[config.mk]
export PLATFORM = sky130hd
export DESIGN_NAME = mdhgj_store
export DESIGN_NICKNAME = d
export VERILOG_FILES = /design/src/rtl/core/mdhgj_pkg.sv /design/src/rtl/core/mdhgj_store.sv
export SDC_FILE = /design/constraint.sdc
export NUM_CORES = 1
export LEC_CHECK = 0
export ABC_AREA = 0
export BUFFER_PORTS_ARGS = -buffer_cell sky130_fd_sc_hd__clkbuf_2
export CORE_UTILIZATION = 59
export CTS_CLUSTER_SIZE = 14
export DETAILED_ROUTE_END_ITERATION = 10
export PLACE_DENSITY_LB_ADDON = 0.25
export RECOVER_POWER = 50
export SLEW_MARGIN = 20
export SYNTH_ARGS = -nofsm -noshare
export SYNTH_HDL_FRONTEND = slang
export SYNTH_SLANG_ARGS = --single-unit
[constraint.sdc]
create_clock -name clk -period 17.1 [get_ports clk]
set_input_delay 0 -clock clk [delete_from_list [all_inputs] [get_ports clk]]
set_output_delay 0 -clock clk [all_outputs]
set_load 0.005 [all_outputs]
[src/rtl/core/mdhgj_pkg.sv]
// Package for the modified-DH geometric Jacobian block.
// Holds fixed-point constants, the CORDIC arctangent table and the shared helpers.
package mdhgj_pkg;

	localparam int MAX_JOINTS   = 6;
	localparam int CORDIC_STEPS = 16;
	localparam int JW           = (MAX_JOINTS > 1) ? $clog2(MAX_JOINTS) : 1;
	localparam int SW           = $clog2(CORDIC_STEPS + 1);

	localparam logic signed [33:0] Q30_ONE     = 34'sd1073741824;
	localparam logic signed [33:0] Q30_PI      = 34'sd3373259426;
	localparam logic signed [33:0] Q30_HALF_PI = 34'sd1686629713;
	localparam logic signed [33:0] CORDIC_GAIN = 34'sd652032874;

	typedef logic signed [31:0] word_t;

	typedef enum logic [3:0] {
		ST_IDLE, ST_CORDIC, ST_JOINT, ST_RMUL, ST_PMUL, ST_STORE, ST_COL_RD,
		ST_COL_WAIT, ST_COL_MUL, ST_COL_OUT
	} state_t;

	function automatic logic signed [33:0] arc_at(input logic [4:0] i);
		logic signed [33:0] r;
		begin
			case (i)
				5'd0: r = 34'sd843314856;  5'd1: r = 34'sd497837829;
				5'd2: r = 34'sd263043836;  5'd3: r = 34'sd133525158;
				5'd4: r = 34'sd67021686;   5'd5: r = 34'sd33543515;
				5'd6: r = 34'sd16775850;   5'd7: r = 34'sd8388437;
				5'd8: r = 34'sd4194282;    5'd9: r = 34'sd2097149;
				5'd10: r = 34'sd1048575;   5'd11: r = 34'sd524287;
				5'd12: r = 34'sd262143;    5'd13: r = 34'sd131071;
				5'd14: r = 34'sd65535;     5'd15: r = 34'sd32767;
				5'd16: r = 34'sd16383;     5'd17: r = 34'sd8191;
				5'd18: r = 34'sd4095;      5'd19: r = 34'sd2047;
				5'd20: r = 34'sd1023;      5'd21: r = 34'sd511;
				5'd22: r = 34'sd255;       5'd23: r = 34'sd127;
				5'd24: r = 34'sd63;        5'd25: r = 34'sd31;
				5'd26: r = 34'sd15;        5'd27: r = 34'sd7;
				5'd28: r = 34'sd3;         5'd29: r = 34'sd1;
				default: r = '0;
			endcase
			return r;
		end
	endfunction

	// Q2.30 product, rounded half up; operands are 34-bit signed.
	function automatic logic signed [35:0] mulq(input logic signed [33:0] a,
			input logic signed [33:0] b);
		logic signed [67:0] p;
		begin
			p = a * b;
			return 36'(((p >>> 29) + 68'sd1) >>> 1);
		end
	endfunction

	function automatic word_t sat32(input logic signed [37:0] v);
		begin
			if (v > 38'sd2147483647) return 32'h7fffffff;
			else if (v < -38'sd2147483648) return 32'h80000000;
			else return v[31:0];
		end
	endfunction

endpackage

[src/rtl/core/mdhgj_store.sv]
// Per-joint axis and origin memory, six words per entry, registered read.
// Depends on mdhgj_pkg.
module mdhgj_store (
	input  logic                  clk,
	input  logic                  we,
	input  logic [mdhgj_pkg::JW-1:0] waddr,
	input  logic [191:0]          wdata,
	input  logic [mdhgj_pkg::JW-1:0] raddr,
	output logic [191:0]          rdata
);
	import mdhgj_pkg::*;

	logic [191:0] mem [MAX_JOINTS];

	always_ff @(posedge clk) begin
		if (we) mem[waddr] <= wdata;
		rdata <= mem[raddr];
	end

endmodule

# After elaboration in Yosys (flattened, before gate mapping)
# Memories as Yosys holds them, arrays and structs flattened. A register that Yosys moved wholly into a read port is not among the register bits.
# Cells that the tools add are included.
# W data, S select, Z words.
# totals
in_bits	200
memories	1
output_inout_bits	192
wordCells	3
reg_bits	0
ram_bits	1152
# classes
mux	2
# mem_list
name	depth	word_bits	rd	rd_ports_with_merged_regs	wr	line_no	rtl
mem	6	192	1	1	1	mdhgj_store.sv:13	logic [191:0] mem [MAX_JOINTS];
# op_table
op	count
$mux W1	2

# Longest topological paths before layout
# Gate-level depths: netlist of run 1.
# depth
ltp_word	2
ltp_mapped	6
mapped_depth_nobuf	3

# Worst setup path after synthesis of run 1
# No wires, ideal clock.
# synth_path
kind	input port to flip-flop
from	input waddr[2] (netlist name)
to	memory mem[0][0] (enable)
arrival_ns	13.203
setup_ns	0.982
setup_slack_ns	2.915
stages	1
path_cell_list	nor3_1
# synth_rtl
item	line_no	rtl
start, declared	mdhgj_store.sv:6	input logic [mdhgj_pkg::JW-1:0] waddr,
end, declared	mdhgj_store.sv:13	
# Straight into the memory's write port.

==> results of run 1 <==
## path summary, 6_finish.rpt
check,cells after the start,startpoint,to
worst max-delay path,7,raddr[0],rdata[135]
worst min-delay path,3,raddr[0],rdata[10]
worst min register to register,2,mem[4][121],rdata[121]
worst max register to register,3,mem[2][90],rdata[90]
## placed cells by master, fill, tap and decap left out, types with 16 or more instances in the layout
cell,n
a21oi_1,192
buf_4,31
clkbuf_1,377
clkbuf_16,137
clkbuf_2,47
clkinv_2,22
dfxtp_1,192
diode_2,16
dlygate4sd3_1,199
edfxtp_1,1152
mux2_2,184
mux2_4,190
mux2i_1,192
o22ai_1,192
## power breakdown
group          switching (W)  internal, W  leakage [nW]
Combinational       0.000220     0.000174          5.64
Clock                0.00120      0.00169          2.17
Sequential         0.0000401      0.00370          12.1
## repair_timing
item	4_1_cts	5_1_grt
hold endpoints to repair	1278	0
hold buffers	199	0
endpoints found under the setup margin	0	0
## cell type report
cell class                 count  area [um^2]  share of cell area
antenna                       16         40.0            0.000698
clock buffer                 188         3760              0.0656
clock inverter                60          674              0.0118
multi-input combinational    972         9230               0.161
sequential                  1344        38400               0.671
tap                         1070         1340              0.0234
timing repair buffer         625         3840              0.0670
## critical path, delay by kind of cell
kind | cells | cell delay (ps)
buffers and inverters | 4 | 3300
muxes | 1 | 430
AOI/OAI and AO/OA | 2 | 200
## flip-flops by register name, indices dropped and copies added (netlist names)
register / flops
mem: 1152
rdata: 192
## per-layer routing
metal	share of wire	wire length, um
met3	0.067	6700
met2	0.50	50200
met4	0.023	2300
met5	0.00083	83
met1	0.41	40900
## cells by family after synthesis
logic type	synth area share
buffers and inverters	0.0248
muxes	0.143
DFF	0.787
and+or+nand+nor	0.00123
AOI/OAI and AO/OA	0.0443
## per-stage QoR
step | cells | setup WS (ps) | hold slack (ps) | power [W] | util
finish | 4275 | 13440 | 32.1 | 0.00702 | 0.699
global route | 4271 | 13220 | 49.8 | 0.00724 | 0.699
CTS | 4259 | 13490 | 17.3 | 0.00708 | 0.704
detailed placement | 3812 | 12730 | 246 | 0.00417 | 0.626
global placement | 3812 | 12870 | 236 | 0.00415 | 0.626
floorplan | 2444 | 2910 | 98.9 | 0.00404 | -
==> flow_summary.yaml, run 1 <==
drt:
  drt_iter0_drc: 1558
  vias_per_cell: 5.74
  vias: 24545
  wirelength_um: 100000
  drtPass1Iterations: 5
  ant_nets: 0
  wl_per_cell_um: 23.4
  drc: 0
logic_synthesis:
  seq_area_frac_synth: 0.787
  syn_area_um2: 48800
  yosys-top-cells-area: "edfxtp_1, dfxtp_1, mux2_4"
  yosysMostFrequentCell: "edfxtp_1"
  synth.avg_cell_area_um2: 20.0
  synth_top_area_frac: 0.708
  synthArstFlopShare: 0
  yosysTopAreaCell: "edfxtp_1"
  yosys_warnings: 0
  synth_common_cells: "edfxtp_1, a21oi_1, dfxtp_1, mux2i_1, o22ai_1"
  syn-num-nets: 2644
  synth_edf_count: 1152
  synth_seq_cells: 1344
  syn_inst: 2444
  synth_ff_type: "edfxtp_1"
  synth.distinct_cells: 20
timing:
  fin_crit_sh: 0.214
  slew_headroom: 0.228
  fin_crit_ps: 3660
  final-setup-viol-count: 0
  drv_slew: 0
  rsz0062_at_grt: "false"
  hold_violations: 0
  tightest_slew_ps: 1160
  fmax_mhz: 274
  setup_tns_ps: 0
  finalClockSkew_ps: 22.1
status:
  status: "finished clean"
placed_design:
  dp.final_hpwl_um: 51200
  placed_area_um2: 51300
  globalplace.congestion: 0.742
  portBuffers: 391
worst_setup_path:
  crit_top_cell: "buf_4"
  crit_required_ps: 17650
  reg2reg_slack_ps: 16010
  critical_path_class: "primary input to flip-flop"
  path_max_fanout: 107
  crit_path_max_incr_delay_ps: 910
  slowest_stage: "buf_4"
  critPathCaptureType: "flip-flop"
  startpoint_type: "primary input"
  timing.critical_path.arrival_ps: 4210
  crit_chain: "buf_8 -> buf_4 -> buf_4 -> buf_4 -> mux2_2 -> o22ai_1 -> a21oi_1"
pwr:
  vdd_drop_max_uv: 95.8
  power.leakage_nw: 19.9
  power_density_nw_per_um2: 122
die:
  dieWidth_um: 290
  initial_core_util: 0.596
  core_area_um2: 82000
  die_y_um: 290
  io_pins: 392
  dieArea_um2: 83900
  rows: 105
clocking:
  cts_resized: 0
  htree_num_levels: 4
  ctsLongestPathBuffers: 3
  tritoncts: "built"
  cts_setup_buffers: 0
  cts_sinks: 1344
  worstSkewPairLatency_ps: 720
  clk_pin_slew_worst_paths_ps: 60
  cts_root_buffer: "clkbuf_16"
  cts_buffers: 135
finish:
  design_area_um2: 57300
  nFillCells: 5321
  final_nets: 3278
  syn_to_final_growth_pct: 17.4
  drive_gt1_frac: 0.208
global_routing:
  antenna_found_initial: 19
  grt_usage: 0.236
  met2_usage: 0.392
  grt_max_degree: 132
  grt_pass1_vias: 25409
  gr-total-overflow: 0
  grt_util_met3: 0.0479
  busiest_layer: "met2"
  grt_use_met1: 0.314
  grt_pass1_wl_um: 148000
min_path:
  min_path_type: "primary input to flip-flop"
run:
  cap_violations: 0
No activity file was read; power rests on OpenSTA's default activity.
==> inputs of run 2 (changes only) <==
==> constraint.sdc (replaced) <==
create_clock -name clk -period 3.4 [get_ports clk]
set_input_delay 0 -clock clk [delete_from_list [all_inputs] [get_ports clk]]
set_output_delay 0 -clock clk [all_outputs]
set_load 0.005 [all_outputs]
==> run 2 against run 1 <==
  * The run now ends with max-capacitance violations, max-slew violations left
  * Sequential cell count is the same
  * Critical path type unchanged
  * Global-route usage rose by 0.093 points
  * Utilization up 0.51 points
  * Critical endpoint is now mem[4][90]
  * Register-to-register slack got worse by 14000 ps
  * Non-clock buffer count is 27 higher
  * Total power grew to 5.0 times the previous value
  * Hold slack gained 100 ps
  * Die area did not move
  * Clock power rose to 4.9 times the previous value
  * First-iteration DRC count up 9.4%
  * Combinational power rose to 5.2 times the previous value
  * Sequential power increased to 5.0 times the previous value
==> flow_summary.yaml, run 2 (synthesis results as in run 1) <==
finish:
  final_nets: 3304
  largest_reg_flops: 1152
  regMostFlops: "mem"
  final_common_cell: "edfxtp_1"
  drive_gt1_frac: 0.214
  reg.largest.list: "mem x1152, rdata x192"
  mostFrequentLayoutCells: "edfxtp_1, clkbuf_1, dlygate4sd3_1"
  syn_to_final_growth_pct: 18.3
timing:
  fmax_mhz: 378
  tightest_slew_ps: 2010
  rsz0062_at_grt: "false"
  setup_tns_ps: 0
  fin_hold_ws_ps: 135
  drv_slew: 11
  slew_headroom: -0.345
  final-setup-viol-count: 0
  fin_crit_ps: 2640
  hold_violations: 0
  fin_crit_sh: 0.778
  finalClockSkew_ps: 34.3
global_routing:
  grt_pass1_vias: 25399
  grt_pass1_wl_um: 149000
  grt_util_met3: 0.0466
  busiest_layer: "met2"
  antenna_found_initial: 14
  grt_use_met1: 0.306
  met2_usage: 0.406
  grt_max_degree: 104
  gr-total-overflow: 0
  grt_usage: 0.237
clocking:
  cts_sinks: 1344
  clk_pin_slew_worst_paths_ps: 60
  htree_num_levels: 4
  cts_root_buffer: "clkbuf_16"
  cts_buffers: 134
  cts_setup_buffers: 0
  ctsLongestPathBuffers: 3
  tritoncts: "built"
  worstSkewPairLatency_ps: 710
die:
  dieArea_um2: 83900
  die_y_um: 290
  io_pins: 392
  dieWidth_um: 290
  core_area_um2: 82000
  rows: 105
  initial_core_util: 0.596
min_path:
  min-delay-start: "wdata[24]"
  min_path_type: "primary input to flip-flop"
  worstHoldPathCells: 2
  holdPathEnd: "mem[0][24]"
worst_setup_path:
  path_max_fanout: 49
  critical_path_class: "primary input to flip-flop"
  slowest_stage: "nor2_1"
  r2r_cells: 3
  timing.critical_path.arrival_ps: 2990
  r2r-end: "rdata[17]"
  path_buf_inv: 3
  reg2reg_slack_ps: 2280
  cpLargestDelayFamily: "simple AND/OR/NAND/NOR gates"
  critPathCaptureType: "flip-flop"
  startpoint_type: "primary input"
  r2r-start: "mem[3][17]"
  crit_chain: "dlygate4sd3_1 -> clkbuf_1 -> nand2b_1 -> nor2_1 -> buf_12"
  crit_required_ps: 3750
  crit_path_max_incr_delay_ps: 1500
pwr:
  vdd_drop_max_uv: 487
  power.leakage_nw: 20.1
  power_density_nw_per_um2: 605
drt:
  wl_per_cell_um: 23.4
  drt_iter0_drc: 1705
  vias: 24578
  ant_nets: 0
  vias_per_cell: 5.73
  drc: 0
  drtPass1Iterations: 5
  wirelength_um: 100000
status:
  status: "finished with violations"
  violations: "max-capacitance violations, max-slew violations"
placed_design:
  dp.final_hpwl_um: 54200
  portBuffers: 391
  globalplace.congestion: 0.752
run:
  cap_violations: 1
[run 2: area by class of cell]
class | count | area (um^2)
Antenna cell | 6 | 15.0
Clock buffer | 191 | 3770
Clock inverter | 51 | 477
Fill cell | 5222 | 24200
Multi-Input combinational cell | 972 | 9270
Sequential cell | 1344 | 38400
Tap cell | 1070 | 1340
Timing Repair Buffer | 652 | 4440
[run 2: per-layer routing]
layer | wire length (um) | up-vias
li1 | - | 11039
met1 | 40800 | 12646
met2 | 51300 | 718
met3 | 5910 | 157
met4 | 2120 | 18
met5 | 110 | -
[run 2: timing repair]
action | in CTS | in global routing
hold buffers | 201 | 0
hold endpoints to repair | 1240 | 0
gates resized for setup | 0 | 0
[run 2: worst max path at each step]
stage	depth (start not counted)	startpoint	slack, ps	to
after floorplan	2	waddr[0]	-1800	mem[0][0]
after global placement	5	raddr[2]	1360	rdata[138]
after detailed placement	5	raddr[2]	1280	rdata[126]
after CTS	6	we	1140	mem[5][118]
after global routing	5	waddr[1]	600	mem[4][105]
final	5	waddr[1]	760	mem[4][90]
[run 2: stage by stage]
stage          setup slack, ps  utilization  cell area (um^2)  cells  total power (W)
6_report                   755        0.704             57700   4286           0.0349
5_1_grt                    600        0.704             57700   4285           0.0360
3_5_place_dp              1280        0.633             51900   3837           0.0210
3_3_place_gp              1360        0.633             51900   3837           0.0209
2_1_floorplan            -1800            -             48900   2444           0.0202
4_1_cts                   1140        0.710             58200   4280           0.0353
[run 2: power breakdown]
group | switching, W | leakage, nW | internal, W
clock network | 0.00589 | 2.08 | 0.00821
registers | 0.000211 | 12.1 | 0.0186
logic | 0.00112 | 5.92 | 0.000917
total | 0.00722 | 20.1 | 0.0277
