$ cat src/rtl/core/mdhgj_pkg.sv
// Package for the modified-DH geometric Jacobian block.
// Holds fixed-point constants, the CORDIC arctangent table and the shared helpers.
package mdhgj_pkg;

	localparam int MAX_JOINTS   = 6;
	localparam int CORDIC_STEPS = 16;
	localparam int JW           = (MAX_JOINTS > 1) ? $clog2(MAX_JOINTS) : 1;
	localparam int SW           = $clog2(CORDIC_STEPS + 1);

	localparam logic signed [33:0] Q30_ONE     = 34'sd1073741824;
	localparam logic signed [33:0] Q30_PI      = 34'sd3373259426;
	localparam logic signed [33:0] Q30_HALF_PI = 34'sd1686629713;
	localparam logic signed [33:0] CORDIC_GAIN = 34'sd652032874;

	typedef logic signed [31:0] word_t;

	typedef enum logic [3:0] {
		ST_IDLE, ST_CORDIC, ST_JOINT, ST_RMUL, ST_PMUL, ST_STORE, ST_COL_RD,
		ST_COL_WAIT, ST_COL_MUL, ST_COL_OUT
	} state_t;

	function automatic logic signed [33:0] arc_at(input logic [4:0] i);
		logic signed [33:0] r;
		begin
			case (i)
				5'd0: r = 34'sd843314856;  5'd1: r = 34'sd497837829;
				5'd2: r = 34'sd263043836;  5'd3: r = 34'sd133525158;
				5'd4: r = 34'sd67021686;   5'd5: r = 34'sd33543515;
				5'd6: r = 34'sd16775850;   5'd7: r = 34'sd8388437;
				5'd8: r = 34'sd4194282;    5'd9: r = 34'sd2097149;
				5'd10: r = 34'sd1048575;   5'd11: r = 34'sd524287;
				5'd12: r = 34'sd262143;    5'd13: r = 34'sd131071;
				5'd14: r = 34'sd65535;     5'd15: r = 34'sd32767;
				5'd16: r = 34'sd16383;     5'd17: r = 34'sd8191;
				5'd18: r = 34'sd4095;      5'd19: r = 34'sd2047;
				5'd20: r = 34'sd1023;      5'd21: r = 34'sd511;
				5'd22: r = 34'sd255;       5'd23: r = 34'sd127;
				5'd24: r = 34'sd63;        5'd25: r = 34'sd31;
				5'd26: r = 34'sd15;        5'd27: r = 34'sd7;
				5'd28: r = 34'sd3;         5'd29: r = 34'sd1;
				default: r = '0;
			endcase
			return r;
		end
	endfunction

	// Q2.30 product, rounded half up; operands are 34-bit signed.
	function automatic logic signed [35:0] mulq(input logic signed [33:0] a,
			input logic signed [33:0] b);
		logic signed [67:0] p;
		begin
			p = a * b;
			return 36'(((p >>> 29) + 68'sd1) >>> 1);
		end
	endfunction

	function automatic word_t sat32(input logic signed [37:0] v);
		begin
			if (v > 38'sd2147483647) return 32'h7fffffff;
			else if (v < -38'sd2147483648) return 32'h80000000;
			else return v[31:0];
		end
	endfunction

endpackage

$ cat src/rtl/core/mdhgj_cordic.sv
// Iterative CORDIC sine/cosine unit, one rotation step per cycle.
// Depends on mdhgj_pkg.
module mdhgj_cordic (
	input  logic                    clk,
	input  logic                    arst_n,
	input  logic                    start,
	input  logic signed [15:0]      angle,
	output logic                    done,
	output logic signed [33:0]      sin_o,
	output logic signed [33:0]      cos_o
);
	import mdhgj_pkg::*;

	logic signed [35:0] x_q, y_q, z_q;
	logic               flip_q, busy_q;
	logic [SW-1:0]      step_q;
	logic signed [35:0] za, xn, yn, xf, yf;

	always_comb begin
		za = 36'(angle) <<< 17;
		xn = (z_q >= 0) ? x_q - (y_q >>> step_q) : x_q + (y_q >>> step_q);
		yn = (z_q >= 0) ? y_q + (x_q >>> step_q) : y_q - (x_q >>> step_q);
		xf = flip_q ? -x_q : x_q;
		yf = flip_q ? -y_q : y_q;
	end

	always_ff @(posedge clk or negedge arst_n) begin
		if (!arst_n) begin
			busy_q <= 1'b0;
			done   <= 1'b0;
			step_q <= '0;
		end else begin
			done <= 1'b0;
			if (start) begin
				busy_q <= 1'b1;
				step_q <= '0;
			end else if (busy_q) begin
				if (step_q == SW'(CORDIC_STEPS)) begin
					busy_q <= 1'b0;
					done   <= 1'b1;
				end else begin
					step_q <= step_q + 1'b1;
				end
			end
		end
	end

	always_ff @(posedge clk) begin
		if (start) begin
			x_q <= 36'(CORDIC_GAIN);
			y_q <= '0;
			if (za > 36'(Q30_HALF_PI)) begin
				z_q <= za - 36'(Q30_PI); flip_q <= 1'b1;
			end else if (za < -36'(Q30_HALF_PI)) begin
				z_q <= za + 36'(Q30_PI); flip_q <= 1'b1;
			end else begin
				z_q <= za; flip_q <= 1'b0;
			end
		end else if (busy_q && step_q != SW'(CORDIC_STEPS)) begin
			x_q <= xn;
			y_q <= yn;
			z_q <= (z_q >= 0) ? z_q - 36'(arc_at(5'(step_q))) : z_q + 36'(arc_at(5'(step_q)));
		end
		if (busy_q && step_q == SW'(CORDIC_STEPS)) begin
			cos_o <= (xf > 36'(Q30_ONE)) ? Q30_ONE : (xf < -36'(Q30_ONE)) ? -Q30_ONE : xf[33:0];
			sin_o <= (yf > 36'(Q30_ONE)) ? Q30_ONE : (yf < -36'(Q30_ONE)) ? -Q30_ONE : yf[33:0];
		end
	end

endmodule

$ cat config.mk
export PLATFORM = sky130hd
export DESIGN_NAME = mdhgj_cordic
export DESIGN_NICKNAME = d
export VERILOG_FILES = /design/src/rtl/core/mdhgj_pkg.sv /design/src/rtl/core/mdhgj_cordic.sv
export SDC_FILE = /design/constraint.sdc
export NUM_CORES = 1
export LEC_CHECK = 0
export ABC_CLOCK_PERIOD_IN_PS = 8400
export BUFFER_PORTS_ARGS = -buffer_cell sky130_fd_sc_hd__buf_2
export CORE_ASPECT_RATIO = 1.2
export CORE_MARGIN = 8
export CORE_UTILIZATION = 50
export CTS_CLUSTER_SIZE = 12
export DETAILED_ROUTE_END_ITERATION = 12
export PLACE_DENSITY_LB_ADDON = 0.15
export SKIP_LAST_GASP = 1
export SLEW_MARGIN = 20
export SYNTH_ARGS = -nofsm -noshare
export SYNTH_HDL_FRONTEND = slang
export SYNTH_SLANG_ARGS = --single-unit
$ cat constraint.sdc
create_clock -name clk -period 8.4 [get_ports clk]
set_input_delay 1.68 -clock clk [delete_from_list [all_inputs] [get_ports clk]]
set_output_delay 1.68 -clock clk [all_outputs]
set_load 0.005 [all_outputs]
== After elaboration in Yosys (flattened, before gate mapping) ==
Memories as Yosys holds them, arrays and structs flattened.
Index checks and enable logic that the tools add are counted.

* Bits in registers: 184
* ROM bits: 1,920
* Bits of input ports: 19
* Output and inout port bits: 69
* Logic and storage cells: 68
* Memories: 2

{| class="wikitable"
|+ Memory list
! memory !! words !! width !! rd ports !! clocked after memory_dff !! wr ports !! line !! text
|-
| (name not given) || 32 || 30 || 1 || 0 || 0 || mdhgj_pkg.sv:25 || <nowiki>case (i)</nowiki>
|-
| (name not given) || 32 || 30 || 1 || 0 || 0 || mdhgj_pkg.sv:25 ||
|}

* $add $sub $neg: 11
* $lt $le $gt $ge: 7
* Equal/unequal tests: 3
* Shifts and indexed selects: 2
* Muxes and demuxes: 25
* Reductions and logical operators: 7

{| class="wikitable"
|+ Operator list
! cell !! number
|-
| 2-to-1 mux 36 bit || 9
|-
| 2-to-1 mux 34 bit || 6
|-
| adder 36 bit || 2
|-
| greater-than comparator 36 x 32 -> 1 bit (second input constant) || 2
|-
| < comparator 36 x 31 -> 1 bit (second input constant) || 2
|-
| negator 36 bit || 2
|-
| >>> shifter 36 x 5 -> 36 bit || 2
|-
| subtractor 36 bit || 2
|-
| adder 36 x 34 -> 36 bit || 1
|-
| >= comparator 36 x 1 -> 1 bit (second input constant) || 1
|-
| subtractor 36 x 34 -> 36 bit || 1
|-
| adder 33 x 33 -> 34 bit (second input constant) || 1
|-
| subtractor 33 x 33 -> 34 bit (second input constant) || 1
|-
| greater-than comparator 33 x 32 -> 1 bit (second input constant) || 1
|-
| < comparator 33 x 32 -> 1 bit (second input constant) || 1
|-
| 2-to-1 mux 5 bit || 3
|-
| 2-to-1 mux 1 bit || 7
|-
| adder 5 x 1 -> 5 bit (second input constant) || 1
|-
| == test 5 bit (second input constant) || 1
|-
| inequality test 5 bit (second input constant) || 1
|-
| nonzero test 2 bit || 2
|-
| OR reduction 2 bit || 2
|-
| logical AND 1 bit || 2
|-
| inequality test 2 bit (second input constant) || 1
|-
| AND reduction 2 bit || 1
|}

== Longest topological paths before layout ==
* Depth in word-level cells: 8
* Mapped depth: 29
* Gate-level depth less buffers: 24

== Worst setup path before layout ==
No wires, ideal clock.

* Kind: register -> register
* Start point: register step_q[0]
* End point: register z_q[35], data pin
* Library setup time: 162 ps
* Arrival: 5,973 ps
* Required time: 8,238 ps
* Setup slack: 2,265 ps
* Stages on the path, launching flop included: 27
* Path buffers: 5
* Period minus slack after synthesis: 6,135 ps
* Cell sequence: dfrtp_1 -> buf_4 -> inv_1 -> buf_2 -> buf_2 -> buf_1 -> ha_1 -> inv_1 -> nor2_1 -> a311oi_1 -> a21oi_1 -> and2_1 -> nand4_1 -> o21ai_0 -> buf_2 -> xnor2_1 -> ha_1 -> o21a_1 -> o211ai_1 -> a21oi_1 -> a211oi_1 -> a21oi_1 -> or2_2 -> a31o_2 -> a211oi_1 -> or3b_2 -> o2111ai_1

* Word-level cells in the longest chain between the ends: 7
* Elaborated cells on any way between the ends: 11
* Classes of those cells: 2 x add/sub; 7 x mux; 2 x memory

{| class="wikitable"
|+ Ends and longest elaborated chain
! what !! line !! text
|-
| start: declaration || mdhgj_cordic.sv:16 || <nowiki>logic [SW-1:0] step_q;</nowiki>
|-
| start signal: assignment || mdhgj_cordic.sv:42 || <nowiki>step_q <= step_q + 1'b1;</nowiki>
|-
| memory read (32 x 30 bit) || n/a ||
|-
| 2-to-1 mux 34 bit || mdhgj_cordic.sv:59 || <nowiki>end else if (busy_q && step_q != SW'(CORDIC_STEPS)) begin</nowiki>
|-
| 2-to-1 mux 34 bit || mdhgj_cordic.sv:49 || <nowiki>if (start) begin</nowiki>
|-
| adder 36 x 34 -> 36 bit / subtractor 36 x 34 -> 36 bit (equally long branches) || mdhgj_cordic.sv:62 || <nowiki>z_q <= (z_q >= 0) ? z_q - 36'(arc_at(5'(step_q))) : z_q + 36'(arc_at(5'(step_q)));</nowiki>
|-
| 2-to-1 mux 36 bit (*) || mdhgj_cordic.sv:62 ||
|-
| 2-to-1 mux 36 bit (*) || mdhgj_cordic.sv:59 ||
|-
| 2-to-1 mux 36 bit (*) || mdhgj_cordic.sv:49 ||
|-
| end signal: assignment || mdhgj_cordic.sv:62 ||
|-
| end: declaration || mdhgj_cordic.sv:14 || <nowiki>logic signed [35:0] x_q, y_q, z_q;</nowiki>
|}

Every way passes the cells marked *; elsewhere a longest branch is shown, timed or not. The select of a mux whose other input is x is not followed.
A chain may end at the register's enable or synchronous reset.

== Worst setup path in the final report ==
* Start point: register step_q[1]
* End point: register y_q[34]

* Word-level cells in the longest chain between the ends: 3
* Elaborated cells on any way between the ends: 6
* Classes of those cells: 2 x add/sub; 1 x eq/ne; 1 x shift; 1 x mux; 1 x reduce/logical

{| class="wikitable"
|+ Ends and longest elaborated chain
! what !! line !! text
|-
| >>> shifter 36 x 5 -> 36 bit || mdhgj_cordic.sv:22 || <nowiki>yn = (z_q >= 0) ? y_q + (x_q >>> step_q) : y_q - (x_q >>> step_q);</nowiki>
|-
| subtractor 36 bit / adder 36 bit (equally long branches) || mdhgj_cordic.sv:22 ||
|-
| 2-to-1 mux 36 bit || mdhgj_cordic.sv:22 ||
|-
| end signal: assignment || mdhgj_cordic.sv:61 || <nowiki>y_q <= yn;</nowiki>
|-
| end: declaration || mdhgj_cordic.sv:14 ||
|}

Several ways; a longest one is shown, not always the timed one.

==> flow_summary.toml <==
[worst_hold_path]
hold_path_depth = 2
hp-start = "y_q[0]$_SDFFE_PP0P_"
hold_path_class = "flop to flop"
min_to = "y_q[0]$_SDFFE_PP0P_"

[placed_design]
place_inst = 3126
placed_cell_area_um2 = 22280
port_buffers = 87
hpwlAfterDp_um = 53280
place_congestion = 0.9844

[timing]
worst_pin_slew_ns = 1.014
fin_skew_ns = 0.01322
clock.fmax_mhz = 139.6
slew_viol_final = 0
final_hold_viol_count = 0
holdWs_ns = 0.5818
setup_violations = 0
fin_crit_sh_pct = 85.26
fin_setup_tns_ns = 0
period_minus_slack_ns = 7.162
relSlewSlack_pct = 32.38
rsz0062_at_grt = "no"

[cells_and_area]
n_antenna_cell = 0
syn_to_final_growth_pct = 5.765
final_cell_area_um2 = 22860
instances_no_fill = 3158
drive_above_1_share_pct = 13.35
nets = 2742

[synth]
yosys.cell_types.count = 104
syn_inst = 2642
synth_seq_cells = 184
syn_area_um2 = 21620
ys_seq_area_share_pct = 22.06
yosysWarnings = 0
synth_fp_nets = 2791
synthFlopType = "edfxtp_1"
synth_edf_count = 105
syn_area_per_cell_um2 = 8.182
async_flop_share_pct = 3.804

[critical_path]
arrival_ns = 7.57
crit_fanout = 70
regToRegEndpoint = "y_q[34]$_SDFFE_PP0P_"
cp-start-kind = "flop"
cp_slowest_cell = "dfrtp_4"
reg2reg_from = "step_q[1]$_DFFE_PN0P_"
critical_path.max_stage_delay_ns = 1.07
path_class = "flop to flop"
critPathRequiredTime_ns = 8.81
cpMostUsedCell = "o21ai_0"
crit_cells = 20
ff2ff_setup_slack_ns = 1.24
crit_family = "compound AO/OA/AOI/OAI gates"
end_kind = "flop"
path_buf_inv = 0
path_cells = "mux4_2 > a222oi_1 > o21ai_0 > nor3b_2 > nor2b_1 > nor3b_1 > nand2_1 > o21ai_0 > xor2_1 > ha_1 > and4_1 > a221oi_1 > o21ai_0 > a211oi_1 > a311oi_1 > a41o_1 > nor4_1 > nor2_1 > or4_1 > a31oi_1"
rr_worst_depth = 20

[clocking]
htree_levels = 4
cts_root_buffer = "clkbuf_16"
cts_tree = "built"
path_clk_slew_ns = 0.08
max-clock-path-buffers = 2
cts_resized = 0
numCtsBuffers = 17
clk_latency_ns = 0.48
ctsHoldBuffers = 0
clkSinkCount = 184
cts_setup_buffers = 0

[drt]
drc = 0
wl_per_cell_um = 22.58
drt_pass1_iterations = 6
final_antenna_net_count = 0
vias = 20630
vias_per_cell = 6.534
drt-initial-drc-count = 1694
wirelength_um = 71290

[power_and_ir_drop]
clkPwrFrac_pct = 7.7
peakVddDrop_v = 0.0002372
intPower_uw = 5300
p_per_area_nw_per_um2 = 475.1
p_switching_uw = 5563
totalPowerFinal_uw = 10860
sw_frac_of_total_pct = 51.21
p_seq_share_pct = 17.4
power_frac_comb_pct = 74.8
power_leakage_uw = 0.009122

[floorplanning]
fp.dieW_um = 205.8
start_util_pct = 50.52
die-area_um2 = 50170
io_pins = 88
rows = 83
core-area_um2 = 42790
die_h_um = 243.8

[run_status]
outcome = "complete, no violations"

[global_route]
grt_pass1_vias = 19710
grtUsageTotal_pct = 27.54
grt-ovfl-total = 0
grt_pass1_wl_um = 109800
grt_max_degree = 75
antenna_found_initial = 1

[job]
max_cap_violations = 0
-- metal layers --
layer	GRT usage (%)	routed length (um)
met1	32.50	27840
met2	46.81	34400
met3	3.917	4947
met4	16.30	4106
met5	0	0
-- stage by stage --
stage | setup WS (ns) | util [%]
3_5_place_dp | 1.346 | 52.06
3_3_place_gp | 1.550 | 52.06
5_1_grt | 0.7883 | 53.44
6_report | 1.238 | 53.44
2_1_floorplan | 2.265 | -
4_1_cts | 1.306 | 53.42
-- layout by cell type (no fill, tap or decap), drive strengths merged, types with 72 or more instances in the layout --
cell,Yosys,final
dfxtp,72,72
xnor2,135,135
buf,46,132
edfxtp,105,105
nand2,310,310
o21ai,187,187
xor2,126,126
a21oi,188,188
ha,127,127
nor2,235,235
-- cell families after synthesis --
family | Yosys count | synth area share (%)
fa+ha+maj | 130 | 7.629
mux | 153 | 11.41
flops | 184 | 22.06
buf+inv | 260 | 5.088
xor+xnor | 262 | 10.68
compound gates | 785 | 23.97
simple gates | 868 | 19.16
-- registers in the layout, summed over array words and instances (netlist names) --
name and count:
x_q 36, y_q 36, step_q 5, busy_q 1
cos_o 34, sin_o 34, z_q 36, done 1
flip_q 1
-- worst min-delay path, cell delays in order (launching register included) --
cell and delay, ns:
dfxtp_1 0.38, nand2_1 0.09, a21oi_1 0.06
-- area by class of cell --
| type | instances | area [um2] |
|---|---|---|
| fillers | 4052 | 19920 |
| multi-input cells | 2198 | 15810 |
| flip-flops and latches | 184 | 4781 |
| repair buffers | 132 | 775.7 |
| well taps | 552 | 690.7 |
| clock buffers | 17 | 425.4 |
| inverters | 60 | 226.5 |
| clock inverters | 15 | 156.4 |
-- synthesized netlist by cell type, drive strengths merged (8+ instances only) --
master,instances,area [um2]
nor2b,24,150.1
or2,24,150.1
buf,46,295.3
o21ai,187,935.9
a22oi,13,97.59
clkbuf,154,579.3
o22ai,24,150.1
and3,16,100.1
xnor2,135,1182
a22o,14,122.6
ha,127,1589
a21boi,11,82.58
nor3,47,255.3
mux2i,45,450.4
o41ai,16,147.7
o211ai,31,232.7
nor3b,9,72.57
o21bai,21,157.7
edfxtp,105,3153
nand4,23,143.9
o32ai,8,70.07
inv,58,217.7
a21o,61,457.9
or4,8,60.06
dfxtp,72,1441
nor4,13,111.4
or3,27,168.9
o21a,18,135.1
nand2b,32,200.2
mux4,70,1584
a31oi,25,156.4
and2,22,141.4
nand2,310,1169
nor2,235,887.1
a211oi,33,272.8
a32oi,10,87.58
mux2,38,431.7
nand3,53,280.3
xor2,126,1104
a211o,8,70.07
o31ai,37,291.5
a21oi,188,940.9
-- worst max-delay path by stage --
stage | start | endpoint | slack, ns
final | step_q[1]$_DFFE_PN0P_ | y_q[34]$_SDFFE_PP0P_ | 1.24
after floorplan | step_q[0]$_DFFE_PN0P_ | z_q[35]$_DFFE_PP_ | 2.26
after global routing | step_q[1]$_DFFE_PN0P_ | y_q[34]$_SDFFE_PP0P_ | 0.79
after global placement | step_q[1]$_DFFE_PN0P_ | x_q[35]$_SDFFE_PP0P_ | 1.55
after CTS | step_q[1]$_DFFE_PN0P_ | y_q[34]$_SDFFE_PP0P_ | 1.31
after detailed placement | step_q[1]$_DFFE_PN0P_ | y_q[34]$_SDFFE_PP0P_ | 1.35
-- power groups by stage --
stage,clock (uW),sequential (uW),combinational (uW)
finish,839,1900,8130
global route,882,1920,9000
CTS,854,1870,8070
detailed placement,0,1890,8000
global placement,0,1880,7910
floorplan,0,1440,6680
(Power assumes the default switching activity.)
